==> src/design/tsc_pkg.sv <==
// shared widths, register indexes and reset values for the touch calibration block
package tsc_pkg;

   localparam int ADC_BITS   = 12;
   localparam int COORD_BITS = 10;
   localparam int SAMPLES    = 4;
   localparam int NUM_CH     = 4;
   localparam int SIZE_W     = 11;

   localparam int REQ_DATA_W = 2 * NUM_CH * ADC_BITS;
   localparam int RSP_DATA_W = ((2 * COORD_BITS + 7) / 8) * 8;
   localparam int CSR_ADDR_W = 3;
   localparam int CSR_DATA_W = ADC_BITS;

   typedef logic [ADC_BITS-1:0]   adc_type;
   typedef logic [SIZE_W-1:0]     size_type;
   typedef logic [COORD_BITS-1:0] coord_type;
   typedef logic [CSR_ADDR_W-1:0] csr_addr_type;

   localparam csr_addr_type REG_X_LOW         = 3'd0;
   localparam csr_addr_type REG_X_HIGH        = 3'd1;
   localparam csr_addr_type REG_Y_LOW         = 3'd2;
   localparam csr_addr_type REG_Y_HIGH        = 3'd3;
   localparam csr_addr_type REG_SCREEN_WIDTH  = 3'd4;
   localparam csr_addr_type REG_SCREEN_HEIGHT = 3'd5;

   localparam adc_type  RST_X_LOW         = 12'd506;
   localparam adc_type  RST_X_HIGH        = 12'd3217;
   localparam adc_type  RST_Y_LOW         = 12'd618;
   localparam adc_type  RST_Y_HIGH        = 12'd3592;
   localparam size_type RST_SCREEN_WIDTH  = 11'd240;
   localparam size_type RST_SCREEN_HEIGHT = 11'd320;

endpackage

==> src/design/touch_sample_calibrate.sv <==
// resistive touch poll averaging and two-point calibration to screen coordinates
//
//  port group   dir  word contents
//  req_*        in   tuser: touched; tdata: x samples 0..3 then y samples 0..3
//  rsp_*        out  tuser: pressed; tdata: pos_x then pos_y, zero padded
//  csr_*        in   write enable, register index, write data (no read-back)
//
// a touched poll passes, per axis, through the shared 12x11 multiplier, the shared
// restoring divider (one quotient bit a cycle) and the saturation state, then through
// the done state into the output register
// a released poll skips the arithmetic and goes from idle straight to the done state
// req_tready is high only while the sequencer is idle, so a new poll is taken only
// once the previous one has left its done state; a finished word waits in the
// output register until rsp_tready, and while the previous word still waits there
// the sequencer holds in its done state
// synchronous active-high reset clears the sequencer, held coordinates and output
// valid, and restores the calibration registers
module touch_sample_calibrate (
   input  logic                          clock,
   input  logic                          reset,
   input  logic                          req_tvalid,
   output logic                          req_tready,
   input  logic [tsc_pkg::REQ_DATA_W-1:0] req_tdata,  // x_sample_0..3, y_sample_0..3
   input  logic                          req_tuser,  // touched
   output logic                          rsp_tvalid,
   input  logic                          rsp_tready,
   output logic [tsc_pkg::RSP_DATA_W-1:0] rsp_tdata,  // pos_x, pos_y, zero fill
   output logic                          rsp_tuser,  // pressed
   input  logic                          csr_we,
   input  logic [tsc_pkg::CSR_ADDR_W-1:0] csr_addr,
   input  logic [tsc_pkg::CSR_DATA_W-1:0] csr_wdata
);
   import tsc_pkg::*;

   localparam int PROD_W = ADC_BITS + SIZE_W;   // product of offset and screen size
   localparam int QUO_W  = SIZE_W;              // quotient never exceeds screen size
   localparam int REM_W  = ADC_BITS;
   localparam int CNT_W  = $clog2(QUO_W + 1);
   localparam int SUM_W  = ADC_BITS + 2;
   localparam int SV_W   = SIZE_W + 2;          // signed width for the inverted y term
   localparam logic [CNT_W-1:0] LAST_STEP = CNT_W'(QUO_W - 1);
   localparam coord_type COORD_MAX = {COORD_BITS{1'b1}};

   // sequencer codes
   localparam logic [2:0] S_IDLE = 3'd0;
   localparam logic [2:0] S_MUL  = 3'd1;
   localparam logic [2:0] S_DIV  = 3'd2;
   localparam logic [2:0] S_SAT  = 3'd3;
   localparam logic [2:0] S_DONE = 3'd4;

   // configuration
   adc_type  x_low_ff, x_high_ff, y_low_ff, y_high_ff;
   size_type width_ff, height_ff;

   // sequencer and operands
   logic [2:0]       state_ff, state_in;
   logic             touched_ff, touched_in;
   logic             axis_ff, axis_in;          // 0 x, 1 y
   adc_type          ax_ff, ax_in, ay_ff, ay_in;
   logic [REM_W-1:0] rem_ff, rem_in;
   logic [QUO_W-1:0] dvd_ff, dvd_in;            // dividend bits still to shift in
   logic [QUO_W-1:0] quo_ff, quo_in;
   adc_type          den_ff, den_in;
   logic [CNT_W-1:0] cnt_ff, cnt_in;
   coord_type        new_x_ff, new_x_in, new_y_ff, new_y_in;
   coord_type        held_x_ff, held_x_in, held_y_ff, held_y_in;

   // output register
   logic             rsp_valid_ff, rsp_valid_in;
   logic             rsp_pressed_ff, rsp_pressed_in;
   coord_type        rsp_x_ff, rsp_x_in, rsp_y_ff, rsp_y_in;

   // datapath nets
   logic             req_fire, out_free;
   logic [SUM_W-1:0] sum_x, sum_y;
   adc_type          op_a, op_lo, op_hi, a_clamp, span;
   size_type         op_size, top_raw;
   coord_type        top;
   logic             zero_span;
   logic [PROD_W-1:0] prod;
   logic [REM_W:0]   part;
   logic             take;
   logic signed [SV_W-1:0] y_val;

   assign req_tready = (state_ff == S_IDLE);
   assign req_fire   = req_tvalid && req_tready;
   assign out_free   = !rsp_valid_ff || rsp_tready;

   assign rsp_tvalid = rsp_valid_ff;
   assign rsp_tuser  = rsp_pressed_ff;
   assign rsp_tdata  = {{(RSP_DATA_W - 2*COORD_BITS){1'b0}}, rsp_y_ff, rsp_x_ff};

   // averaging of the first SAMPLES readings per axis
   always_comb begin
      sum_x = '0;
      sum_y = '0;
      for (int i = 0; i < SAMPLES; i++) begin
         sum_x = sum_x + SUM_W'(req_tdata[i*ADC_BITS +: ADC_BITS]);
         sum_y = sum_y + SUM_W'(req_tdata[(NUM_CH + i)*ADC_BITS +: ADC_BITS]);
      end
   end

   // shared operand selection, clamp and multiplier
   always_comb begin
      op_a    = axis_ff ? ay_ff     : ax_ff;
      op_lo   = axis_ff ? y_low_ff  : x_low_ff;
      op_hi   = axis_ff ? y_high_ff : x_high_ff;
      op_size = axis_ff ? height_ff : width_ff;
      // raise to low first, then lower to high
      a_clamp = (op_a < op_lo) ? op_lo : op_a;
      a_clamp = (a_clamp > op_hi) ? op_hi : a_clamp;
      zero_span = (op_hi <= op_lo);
      span      = op_hi - op_lo;
      prod      = zero_span ? '0 : PROD_W'(a_clamp - op_lo) * PROD_W'(op_size);
   end

   // one restoring division step
   always_comb begin
      part = {rem_ff, dvd_ff[QUO_W-1]};
      take = (part >= {1'b0, den_ff});
   end

   // saturation limits
   always_comb begin
      top_raw = (op_size == '0) ? '0 : op_size - 1'b1;
      top     = (top_raw > SIZE_W'(COORD_MAX)) ? COORD_MAX : top_raw[COORD_BITS-1:0];
      y_val   = $signed({2'b00, op_size}) - $signed(SV_W'(1)) - $signed({2'b00, quo_ff});
   end

   always_comb begin
      state_in       = state_ff;
      touched_in     = touched_ff;
      axis_in        = axis_ff;
      ax_in          = ax_ff;
      ay_in          = ay_ff;
      rem_in         = rem_ff;
      dvd_in         = dvd_ff;
      quo_in         = quo_ff;
      den_in         = den_ff;
      cnt_in         = cnt_ff;
      new_x_in       = new_x_ff;
      new_y_in       = new_y_ff;
      held_x_in      = held_x_ff;
      held_y_in      = held_y_ff;
      rsp_valid_in   = rsp_valid_ff && !rsp_tready;
      rsp_pressed_in = rsp_pressed_ff;
      rsp_x_in       = rsp_x_ff;
      rsp_y_in       = rsp_y_ff;

      case (state_ff)
         S_IDLE: begin
            if (req_fire) begin
               touched_in = req_tuser;
               ax_in      = ADC_BITS'(sum_x / SAMPLES);
               ay_in      = ADC_BITS'(sum_y / SAMPLES);
               axis_in    = 1'b0;
               state_in   = req_tuser ? S_MUL : S_DONE;
            end
         end
         S_MUL: begin
            // quotient fits QUO_W bits, so the top part is already below the divisor
            rem_in   = prod[PROD_W-1 -: REM_W];
            dvd_in   = prod[QUO_W-1:0];
            den_in   = zero_span ? ADC_BITS'(1) : span;
            quo_in   = '0;
            cnt_in   = '0;
            state_in = S_DIV;
         end
         S_DIV: begin
            rem_in = take ? REM_W'(part - {1'b0, den_ff}) : part[REM_W-1:0];
            dvd_in = {dvd_ff[QUO_W-2:0], 1'b0};
            quo_in = {quo_ff[QUO_W-2:0], take};
            cnt_in = cnt_ff + 1'b1;
            if (cnt_ff == LAST_STEP) begin
               state_in = S_SAT;
            end
         end
         S_SAT: begin
            if (!axis_ff) begin
               new_x_in = (quo_ff > {1'b0, top}) ? top : quo_ff[COORD_BITS-1:0];
               axis_in  = 1'b1;
               state_in = S_MUL;
            end else begin
               if (y_val < 0) begin
                  new_y_in = '0;
               end else if (y_val > $signed(SV_W'(top))) begin
                  new_y_in = top;
               end else begin
                  new_y_in = y_val[COORD_BITS-1:0];
               end
               state_in = S_DONE;
            end
         end
         S_DONE: begin
            if (out_free) begin
               rsp_valid_in   = 1'b1;
               rsp_pressed_in = touched_ff;
               if (touched_ff) begin
                  held_x_in = new_x_ff;
                  held_y_in = new_y_ff;
                  rsp_x_in  = new_x_ff;
                  rsp_y_in  = new_y_ff;
               end else begin
                  rsp_x_in  = held_x_ff;
                  rsp_y_in  = held_y_ff;
               end
               state_in = S_IDLE;
            end
         end
         default: begin
            state_in = S_IDLE;
         end
      endcase
   end

   // configuration registers
   always_ff @(posedge clock) begin
      if (reset) begin
         x_low_ff  <= RST_X_LOW;
         x_high_ff <= RST_X_HIGH;
         y_low_ff  <= RST_Y_LOW;
         y_high_ff <= RST_Y_HIGH;
         width_ff  <= RST_SCREEN_WIDTH;
         height_ff <= RST_SCREEN_HEIGHT;
      end else if (csr_we) begin
         case (csr_addr)
            REG_X_LOW:         x_low_ff  <= csr_wdata[ADC_BITS-1:0];
            REG_X_HIGH:        x_high_ff <= csr_wdata[ADC_BITS-1:0];
            REG_Y_LOW:         y_low_ff  <= csr_wdata[ADC_BITS-1:0];
            REG_Y_HIGH:        y_high_ff <= csr_wdata[ADC_BITS-1:0];
            REG_SCREEN_WIDTH:  width_ff  <= csr_wdata[SIZE_W-1:0];
            REG_SCREEN_HEIGHT: height_ff <= csr_wdata[SIZE_W-1:0];
            default: ;
         endcase
      end
   end

   // control state
   always_ff @(posedge clock) begin
      if (reset) begin
         state_ff     <= S_IDLE;
         rsp_valid_ff <= 1'b0;
         held_x_ff    <= '0;
         held_y_ff    <= '0;
      end else begin
         state_ff     <= state_in;
         rsp_valid_ff <= rsp_valid_in;
         held_x_ff    <= held_x_in;
         held_y_ff    <= held_y_in;
      end
   end

   // payload
   always_ff @(posedge clock) begin
      touched_ff     <= touched_in;
      axis_ff        <= axis_in;
      ax_ff          <= ax_in;
      ay_ff          <= ay_in;
      rem_ff         <= rem_in;
      dvd_ff         <= dvd_in;
      quo_ff         <= quo_in;
      den_ff         <= den_in;
      cnt_ff         <= cnt_in;
      new_x_ff       <= new_x_in;
      new_y_ff       <= new_y_in;
      rsp_pressed_ff <= rsp_pressed_in;
      rsp_x_ff       <= rsp_x_in;
      rsp_y_ff       <= rsp_y_in;
   end

   // divider remainder stays below the divisor throughout the division
   a_rem_below_den: assert property (@(posedge clock) disable iff (reset)
      (state_ff == S_DIV) |-> (rem_ff < den_ff))
      else $error("divider remainder not below divisor");

   // divisor is never zero while dividing
   a_den_nonzero: assert property (@(posedge clock) disable iff (reset)
      (state_ff == S_DIV) |-> (den_ff != '0))
      else $error("zero divisor in divider");

   // a released poll skips the arithmetic
   a_release_skip: assert property (@(posedge clock) disable iff (reset)
      (req_fire && !req_tuser) |=> (state_ff == S_DONE))
      else $error("released poll entered the arithmetic");

   // a released word carries the held coordinates
   a_release_held: assert property (@(posedge clock) disable iff (reset)
      (state_ff == S_DONE && out_free && !touched_ff)
      |=> (rsp_x_ff == $past(held_x_ff) && rsp_y_ff == $past(held_y_ff)))
      else $error("released word lost the held coordinates");

endmodule
==> config.mk <==
export PLATFORM = sky130hd
export DESIGN_NAME = touch_sample_calibrate
export DESIGN_NICKNAME = d
export VERILOG_FILES = /design/src/design/tsc_pkg.sv /design/src/design/touch_sample_calibrate.sv
export SDC_FILE = /design/constraint.sdc
export NUM_CORES = 1
export LEC_CHECK = 0
export BUFFER_PORTS_ARGS = -buffer_cell sky130_fd_sc_hd__buf_4
export CORE_UTILIZATION = 67
export DETAILED_ROUTE_END_ITERATION = 10
export PLACE_DENSITY = 0.87
export SETUP_SLACK_MARGIN = 0.3
export SYNTH_ARGS = -nofsm -noshare
export SYNTH_HDL_FRONTEND = slang
export SYNTH_SLANG_ARGS = --single-unit
export TNS_END_PERCENT = 20
==> constraint.sdc <==
create_clock -name clock -period 26.9 [get_ports clock]
set_clock_uncertainty 0.05 [all_clocks]
set_input_delay 2.69 -clock clock [delete_from_list [all_inputs] [get_ports clock]]
set_output_delay 2.69 -clock clock [all_outputs]
set_load 0.02 [all_outputs]
Word-level counts from Yosys, hierarchy flattened
Cells that the tools add are included.
W data, S select, Z words.
- add/sub/neg operators: 13
- multiply operators: 1
- $lt $le $gt $ge: 8
- equality and inequality tests: 13
- muxes and demuxes: 28
- bitwise gates (word level): 1
- reductions and logical operators: 22
- operator list (operator ; number):
    $mux W12 ; 6
    $mux W10 ; 5
    $pmux W11 S2 ; 2
    $add A13 B12 Y14 ; 2
    $add A14 B12 Y14 ; 2
    $add A12 B12 Y13 ; 2
    $sub A12 B12 Y13 ; 2
    $pmux W12 S2 ; 1
    $sub A12 B12 Y12 ; 2
    $mul A13 B12 Y23 ; 1
    $mux W23 ; 1
    $mux W11 ; 2
    $reduce_and A2 Y1 ; 11
    $mux W3 ; 5
    $pmux W3 S5 ; 1
    $ge A13 B12 Y1 ; 1
    $gt A13 B11 Y1 ; 1
    $lt A13 B1 Y1 const B ; 1
    $eq A3 B2 Y1 const B ; 4
    $gt A12 B12 Y1 ; 1
    $le A12 B12 Y1 ; 1
    $lt A12 B12 Y1 ; 1
    $sub A11 B1 Y12 const B ; 1
    $gt A11 B10 Y1 ; 1
    other kinds (19) ; 29
- register bits: 211
- input port bits: 117
- output and inout port bits: 27
- word-level logic and storage cells: 110

Logic depth before layout (Yosys ltp)
Gate-level depths: netlist of run 1.
- word-level depth: 9
- mapped depth: 53
- gate-level depth less buffers: 46

Worst setup path before layout of run 1
OpenSTA, ideal clock, no wires.
- path type: reg2reg
- from: register axis_ff
- to: register rem_ff[10], data pin
- library setup time: 0.270 ns
- arrival time: 11.023 ns
- data required time: 26.580 ns
- slack: 15.557 ns
- stages on the path, launching flop included: 51
- buffers on the path: 6
- period minus slack after synthesis: 11.343 ns
- cells stage by stage: edfxtp_1 -> buf_6 -> buf_12 -> buf_2 -> buf_2 -> mux2_2 -> inv_1 -> ha_1 -> a21o_1 -> a21oi_1 -> nor2b_1 -> o21ai_0 -> a31oi_1 -> a21oi_1 -> buf_4 -> mux2_2 -> ha_1 -> nand4_1 -> (+15 left out) -> inv_1 -> fa_1 -> inv_1 -> fa_1 -> fa_1 -> fa_1 -> inv_1 -> fa_1 -> inv_1 -> ha_1 -> a21oi_1 -> nand2_1 -> a2bb2oi_1 -> a41o_1 -> a21o_1 -> a21oi_1 -> xor2_1 -> o22ai_1
- cells in the longest elaborated chain, start to end: 9
- elaborated cells between the ends (all ways): 13
- classes of those cells: add/sub: 1; mul: 1; order compare: 3; mux: 8
- ends and longest elaborated chain (what ; RTL line ; text):
    start, declared ; touch_sample_calibrate.sv:58 ; logic axis_ff, axis_in;
    start signal, assigned ; touch_sample_calibrate.sv:256 ; axis_ff <= axis_in;
    $mux W12, on equally long branches ; touch_sample_calibrate.sv:105, touch_sample_calibrate.sv:106 ;
    $lt A12 B12 Y1 ; touch_sample_calibrate.sv:110 ; a_clamp = (op_a < op_lo) ? op_lo : op_a;
    $mux W12 ; touch_sample_calibrate.sv:110 ;
    $gt A12 B12 Y1 ; touch_sample_calibrate.sv:111 ; a_clamp = (a_clamp > op_hi) ? op_hi : a_clamp;
    $mux W12 ; touch_sample_calibrate.sv:111 ;
    $sub A12 B12 Y13 ; touch_sample_calibrate.sv:114 ; prod = zero_span ? '0 : PROD_W'(a_clamp - op_lo) * PROD_W'(op_size);
    $mul A13 B12 Y23 ; touch_sample_calibrate.sv:114 ;
    $mux W23 (*) ; touch_sample_calibrate.sv:114 ;
    $pmux W12 S2 (*) ; touch_sample_calibrate.sv:150 ; case (state_ff)
    net rem_in[10] ; touch_sample_calibrate.sv:60 ; logic [REM_W-1:0] rem_ff, rem_in;
    end signal, assigned ; touch_sample_calibrate.sv:259 ; rem_ff <= rem_in;
    end, declared ; touch_sample_calibrate.sv:60 ;
Mark *: on every way through the listed nets, which the timed path passes. The rest lies on a longest branch.
A chain may end at the register's enable or synchronous reset.

Final worst setup path of run 1
Same ends and word-level chain as after synthesis.

==> run summary, run 1 <==
Cells and area
- 10.22% — Synth-to-Final Area Change
- 0.1304 — share of final-layout standard cells stronger than drive strength 1
- 2632 — Post-layout nets
- 0 — number of antenna diodes

Drt
- 0 — residual antenna-violating net count after detailed routing
- 1037 — detailed router's first-iteration violation count
- 5 — number of iterations in the first detailed-routing pass
- 15.31k — vias after detailed routing
- 48.54 mm — Final Routed Wirelength
- 5.955 — vias per cell
- 18.89 microns — routed wire length per instance
- 0 — Post-route DRC

Floorplanning
- 173.5 microns — Die Ht
- 62 — count of standard-cell rows
- 0.6845 — starting density of the core
- 0.03010 sq mm — die area
- 144 — top-level I/O count
- 0.02878 sq mm — placeable core region
- 173.5 microns — width of the die

Placement
- 0.9112 — Final Wtd Congestion
- 38.40 mm — half-perimeter wire length after placement
- 139 — PortBufs

Timing
- 72.71 MHz — highest achievable clock rate
- 0.1434 — Slew HR
- 0.5113 — part of the cycle the worst path needs
- 0 — count of pins over their slew limit
- 0 — Final setup viols
- 0 ns — final total negative setup slack
- no — setup repair after global routing missed its margin
- 1.285 ns — transition at the pin with the smallest max-transition slack
- 0 — final hold violations
- 13.75 ns — shortest clock period the worst path allows after layout

Hold path
- flip-flop to flip-flop — class of the tightest hold or removal check

Yosys
- 0.2738 — post-synthesis sequential area ratio
- sky130_fd_sc_hd__fa_1 (18%), sky130_fd_sc_hd__edfxtp_1 (18%), sky130_fd_sc_hd__ha_1 (11%), sky130_fd_sc_hd__dfxtp_1 (9.6%), sky130_fd_sc_hd__nand2_1 (5.4%) — synth top area cells
- sky130_fd_sc_hd__nand2_1 — most frequent cell after synthesis
- sky130_fd_sc_hd__fa_1 — cell accounting for the most synthesized area
- sky130_fd_sc_hd__nand2_1 (284), sky130_fd_sc_hd__inv_1 (264), sky130_fd_sc_hd__fa_1 (178), sky130_fd_sc_hd__ha_1 (166), sky130_fd_sc_hd__nor2_1 (155) — commonest cells in the synthesized netlist
- 2072 — count of mapped cells out of synthesis
- 211 — register bit total from synthesis
- 117 — number of enable-type register cells in the synthesized netlist
- 0 — fraction of registers with async set/reset
- 85 — distinct cell type count after synthesis
- 0.01970 sq mm — netlist area before placement
- sky130_fd_sc_hd__edfxtp_1 — most common flop cell mapped by yosys
- 0 — Synth warnings
- 9.508 sq um — per-instance average area after synthesis
- 0.1809 — top cell type's share of synthesized area

Setup path
- 0.98 ns — Crit path largest cell delay
- flip-flop to flip-flop — type of the setup path with the least slack
- flip-flop — type of element launching the critical path
- 58 — Max FO, Critical Path
- flip-flop — kind of end point of the critical path
- sky130_fd_sc_hd__a21oi_1 — Critical Path Slowest Stage Cell
- 13.96 ns — data arrival time of the worst path
- 27.10 ns — WP data required

Clock tree
- 211 — sinks on the clock net
- 0 — total of cells resized after clock tree synthesis
- 0 — number of buffers inserted for hold repair after clock tree synthesis
- 0.08 ns — clock-pin slew reported for the worst setup and hold paths after clock tree synthesis
- 1 — CTS H-tree lvls
- 0 — post-CTS setup repair buffer count
- 22 — clock buffer count from CTS
- 0.53 ns — clock latency on the worst-skew pair
- sky130_fd_sc_hd__clkbuf_16 — Root Buffer
- 3 — clock buffer depth
- built — clock tree from TritonCTS

Run status
- finished clean — outcome

Global routing
- 0 — antenna violations before repair
- 0.3254 — global-route usage over all layers
- 77.84 mm — wire length of the first global-routing pass
- 95 — largest net degree at the start of global routing
- 15.75k — number of global-route vias before repair
- 0 — Congestion Overflow GR

Run
- 0 — max-cap violations

## critical path: cells and delay by family, from the launching register on
| family | cells | cell delay, ns |
|---|---|---|
| compound gates | 19 | 5.40 |
| fa+ha+maj | 9 | 3.71 |
| simple gates | 8 | 1.82 |
| buf+inv | 5 | 1.00 |
| mux | 2 | 0.90 |
| flops | 1 | 0.35 |
| xor+xnor | 1 | 0.17 |
## final timing paths
| kind | from | endpoint | slack [ns] | cells past startpoint |
|---|---|---|---|---|
| setup / recovery | axis_ff | rem_ff[10] | 13.15 | 44 |
| hold / removal | height_ff[1] | height_ff[1] | 0.40 | 2 |
| setup reg to reg | axis_ff | rem_ff[10] | 13.15 | 44 |
| hold reg to reg | height_ff[1] | height_ff[1] | 0.40 | 2 |
## sequential cells by signal, summed over array words and instances, names as in the netlist, 3 cells and up
signal     flops
x_low_ff      12
cnt_ff         4
state_ff       3
rsp_x_ff      10
y_low_ff      12
new_y_ff      10
x_high_ff     12
quo_ff        11
held_x_ff     10
y_high_ff     12
den_ff        12
ax_ff         12
held_y_ff     10
ay_ff         12
new_x_ff      10
rsp_y_ff      10
rem_ff        12
dvd_ff        11
width_ff      11
height_ff     11
## cells in the final DEF (no fill, tap or decap), drive strengths merged, types with 9 or more instances in the layout
| cell | synthesis | final |
|---|---|---|
| edfxtp | 117 | 117 |
| and3 | 14 | 14 |
| a21oi | 99 | 99 |
| ha | 166 | 166 |
| o21a | 14 | 14 |
| clkbuf | 56 | 32 |
| a21o | 27 | 27 |
| nand2b | 15 | 15 |
| a22oi | 12 | 12 |
| nand2 | 284 | 284 |
| xor2 | 33 | 33 |
| mux2 | 65 | 65 |
| nand3b | 33 | 33 |
| nor2 | 156 | 156 |
| nor3 | 30 | 30 |
| nand3 | 23 | 23 |
| and2 | 21 | 21 |
| dfxtp | 94 | 94 |
| o21ai | 41 | 41 |
| inv | 265 | 265 |
| buf | 23 | 151 |
| nor2b | 23 | 23 |
| xnor2 | 61 | 61 |
| mux2i | 81 | 81 |
| a221o | 11 | 11 |
| nand4 | 14 | 14 |
| fa | 178 | 178 |
| or3b | 9 | 9 |
## area by class of cell
type | instances | area, sq um
multi-input combinational | 1519 | 12990
fill | 2005 | 7064
sequential | 211 | 5395
timing repair buffer | 151 | 1134
inverter | 266 | 998.5
clock buffer | 32 | 649.4
tap | 384 | 480.5
clock inverter | 7 | 71.32
## logic make-up after synthesis
group | share of synthesized area
multiplexers | 0.08053
adder cells (fa/ha/maj) | 0.2869
AND/OR/NAND/NOR | 0.1517
other | 0.0001903
XOR/XNOR | 0.04293
flip-flops | 0.2738
AO/OA/AOI/OAI | 0.09514
buffers and inverters | 0.06878
## stage by stage
stage | setup slack, ns | utilization | instances | instance area [sq um] | hold slack, ns
after floorplan | 15.56 | - | 2075 | 19710 | 0.3829
after global placement | 13.66 | 0.7295 | 2531 | 21000 | 0.3882
after detailed placement | 13.37 | 0.7295 | 2531 | 21000 | 0.3936
after CTS | 13.39 | 0.7545 | 2570 | 21720 | 0.4034
after global routing | 12.50 | 0.7545 | 2570 | 21720 | 0.4247
final | 13.15 | 0.7545 | 2570 | 21720 | 0.4041
## layer usage
layer | vias up | share of wire | GRT usage | wire, microns
met1 | 7388 | 0.38 | 0.3989 | 18600
met3 | 148 | 0.074 | 0.05351 | 3570
li1 | 7143 | - | - | -
met2 | 626 | 0.50 | 0.5671 | 24160
met5 | - | 0 | 0 | 0
met4 | 0 | 0.045 | 0.1401 | 2200
Power of run 1 is not shown: default switching activity piles up to over one toggle a cycle in this logic, so the estimate is an artifact.
==> run 2, diff against run 1 <==
- ABC_AREA: not set -> 1
- CORE_UTILIZATION: 67 -> 57
- PLACE_DENSITY: 0.87 -> 0.79
- clock period: 26.9 -> 12.4 ns (I/O delays scaled with it)
==> run summary, run 2 <==
Run status
- finished clean — outcome

Clock tree
- built — clock tree from TritonCTS
- 211 — sinks on the clock net
- sky130_fd_sc_hd__clkbuf_16 — Root Buffer
- 0 — post-CTS setup repair buffer count
- 0.55 ns — clock latency on the worst-skew pair
- 0.06 ns — clock-pin slew reported for the worst setup and hold paths after clock tree synthesis
- 23 — clock buffer count from CTS
- 3 — clock buffer depth
- 1 — CTS H-tree lvls

Hold path
- 2 — cell depth of the worst min-delay path
- flip-flop to flip-flop — class of the tightest hold or removal check

Drt
- 0 — residual antenna-violating net count after detailed routing
- 6 — number of iterations in the first detailed-routing pass
- 0 — Post-route DRC
- 49.62 mm — Final Routed Wirelength
- 16.88k — vias after detailed routing
- 1508 — detailed router's first-iteration violation count
- 5.477 — vias per cell
- 16.10 microns — routed wire length per instance

Timing
- 11.07 ns — shortest clock period the worst path allows after layout
- 0 ns — final total negative setup slack
- 0 — final hold violations
- 0.3989 ns — Hold Worst Slack
- 1.101 ns — transition at the pin with the smallest max-transition slack
- 0.2660 — Slew HR
- no — setup repair after global routing missed its margin
- 0.8929 — part of the cycle the worst path needs
- 90.32 MHz — highest achievable clock rate
- 0 — Final setup viols
- 0 — count of pins over their slew limit

Global routing
- 0 — antenna violations before repair
- 82.03 mm — wire length of the first global-routing pass
- 0.03334 — met3 GRT Util
- 17.07k — number of global-route vias before repair
- 0 — Congestion Overflow GR
- 0.5096 — met2 GRT Util
- 71 — largest net degree at the start of global routing
- 0.2863 — global-route usage over all layers
- 0.3505 — met1 layer usage reported by global route
- met2 — gr busiest metal

Setup path
- 48 — depth of the most critical reg-to-reg path
- 1.33 ns — reg2reg setup slack
- flip-flop — kind of end point of the critical path
- 11.30 ns — data arrival time of the worst path
- flip-flop to flip-flop — type of the setup path with the least slack
- 12.63 ns — WP data required
- 0.54 ns — Crit path largest cell delay
- flip-flop — type of element launching the critical path
- sky130_fd_sc_hd__nand2_1 — most used cell along the critical path
- 59 — Max FO, Critical Path
- sky130_fd_sc_hd__buf_4 — Critical Path Slowest Stage Cell

Cells and area
- 11.00% — Synth-to-Final Area Change
- 3071 — Post-layout nets
- 0.09593 — share of final-layout standard cells stronger than drive strength 1
- 2945 — fill count
- 0 — number of antenna diodes
- sky130_fd_sc_hd__nand2_1 (492), sky130_fd_sc_hd__inv_1 (436), sky130_fd_sc_hd__nor2_1 (230), sky130_fd_sc_hd__o21ai_0 (187), sky130_fd_sc_hd__fa_1 (178) — most frequent cells in the layout
- 0.02207 sq mm — final standard cell area without fillers
- sky130_fd_sc_hd__nand2_1 — leading cell type in the layout, fill and taps excluded

Yosys
- 0.2714 — post-synthesis sequential area ratio
- 211 — register bit total from synthesis
- 0 — Synth warnings
- sky130_fd_sc_hd__nand2_1 — most frequent cell after synthesis
- sky130_fd_sc_hd__fa_1 (18%), sky130_fd_sc_hd__edfxtp_1 (18%), sky130_fd_sc_hd__ha_1 (10%), sky130_fd_sc_hd__dfxtp_1 (9.5%), sky130_fd_sc_hd__nand2_1 (9.3%) — synth top area cells
- 0 — fraction of registers with async set/reset
- sky130_fd_sc_hd__edfxtp_1 — most common flop cell mapped by yosys
- 117 — number of enable-type register cells in the synthesized netlist
- 0.1792 — top cell type's share of synthesized area
- 0.01988 sq mm — netlist area before placement
- sky130_fd_sc_hd__nand2_1 (493), sky130_fd_sc_hd__inv_1 (436), sky130_fd_sc_hd__nor2_1 (231), sky130_fd_sc_hd__o21ai_0 (188), sky130_fd_sc_hd__fa_1 (178) — commonest cells in the synthesized netlist
- 47 — distinct cell type count after synthesis
- sky130_fd_sc_hd__fa_1 — cell accounting for the most synthesized area
- 7.949 sq um — per-instance average area after synthesis
- 2501 — count of mapped cells out of synthesis

Placement
- 1.003 — Final Wtd Congestion
- 0.02128 sq mm — dpl cell area
- 39.60 mm — half-perimeter wire length after placement
- 139 — PortBufs

Floorplanning
- 188.8 microns — width of the die
- 0.03446 sq mm — placeable core region
- 68 — count of standard-cell rows
- 0.03563 sq mm — die area
- 0.5770 — starting density of the core
- 144 — top-level I/O count
- 188.8 microns — Die Ht

Run
- 0 — max-cap violations

==> run 2: path summary, 6_finish.rpt <==
| path | end | from |
|---|---|---|
| worst max-delay path | rem_ff[8] | axis_ff |
| worst min-delay path | held_y_ff[9] | held_y_ff[9] |
| worst max register to register | rem_ff[8] | axis_ff |
| worst min register to register | held_y_ff[9] | held_y_ff[9] |
==> run 2: area by class of cell <==
class                   instances  area (sq um)  share of cell area
clock buffers                  39         726.9             0.03294
clock inverters                 3         36.28            0.001644
inverters                     451          1695             0.07682
multi-input cells            1773         12520              0.5673
flip-flops and latches        211          5395              0.2445
well taps                     455         569.3             0.02580
repair buffers                150          1126             0.05103
==> run 2: kinds of logic (layout without fill, tap and decap cells) <==
| logic type | after synthesis | in the layout | synth area share |
|---|---|---|---|
| adders and majority gates | 344 | 344 | 0.2837 |
| xor gates and xnor gates | 64 | 64 | 0.02819 |
| AOI/OAI and AO/OA | 406 | 406 | 0.1120 |
| buffers and inverters | 520 | 643 | 0.1009 |
| muxes | 10 | 10 | 0.005035 |
| other | 1 | 4 | 0.0001886 |
| DFF | 211 | 211 | 0.2714 |
| and+or+nand+nor | 945 | 945 | 0.1987 |
==> run 2: critical path, delay by kind of cell, from the launching register on <==
family / cells / cell delay, ns
AOI/OAI and AO/OA: 8 / 1.54
adders and majority gates: 10 / 3.97
buffers and inverters: 7 / 1.05
DFF: 1 / 0.36
muxes: 1 / 0.47
and+or+nand+nor: 22 / 3.32
==> run 2: through the flow <==
stage	std cells	utilization	worst slack [ns]
final	3082	0.6405	1.328
after global routing	3082	0.6405	0.5134
after CTS	3082	0.6397	1.055
after detailed placement	3040	0.6176	1.086
after global placement	3040	0.6176	1.397
after floorplan	2504	-	2.559
==> run 2: timing repair <==
| item | 4_1_cts | 5_1_grt |
|---|---|---|
| hold buffers | 0 | 0 |
| gates resized for setup | 0 | 5 |
| setup endpoints to repair | 0 | 7 |
==> run 2: metal layers <==
layer | vias up | routed length (microns)
li1 | 8160 | -
met1 | 7984 | 20040
met2 | 620 | 24620
met3 | 117 | 3039
met4 | 0 | 1917
met5 | - | 0
Power of run 2 is left out for the same reason.
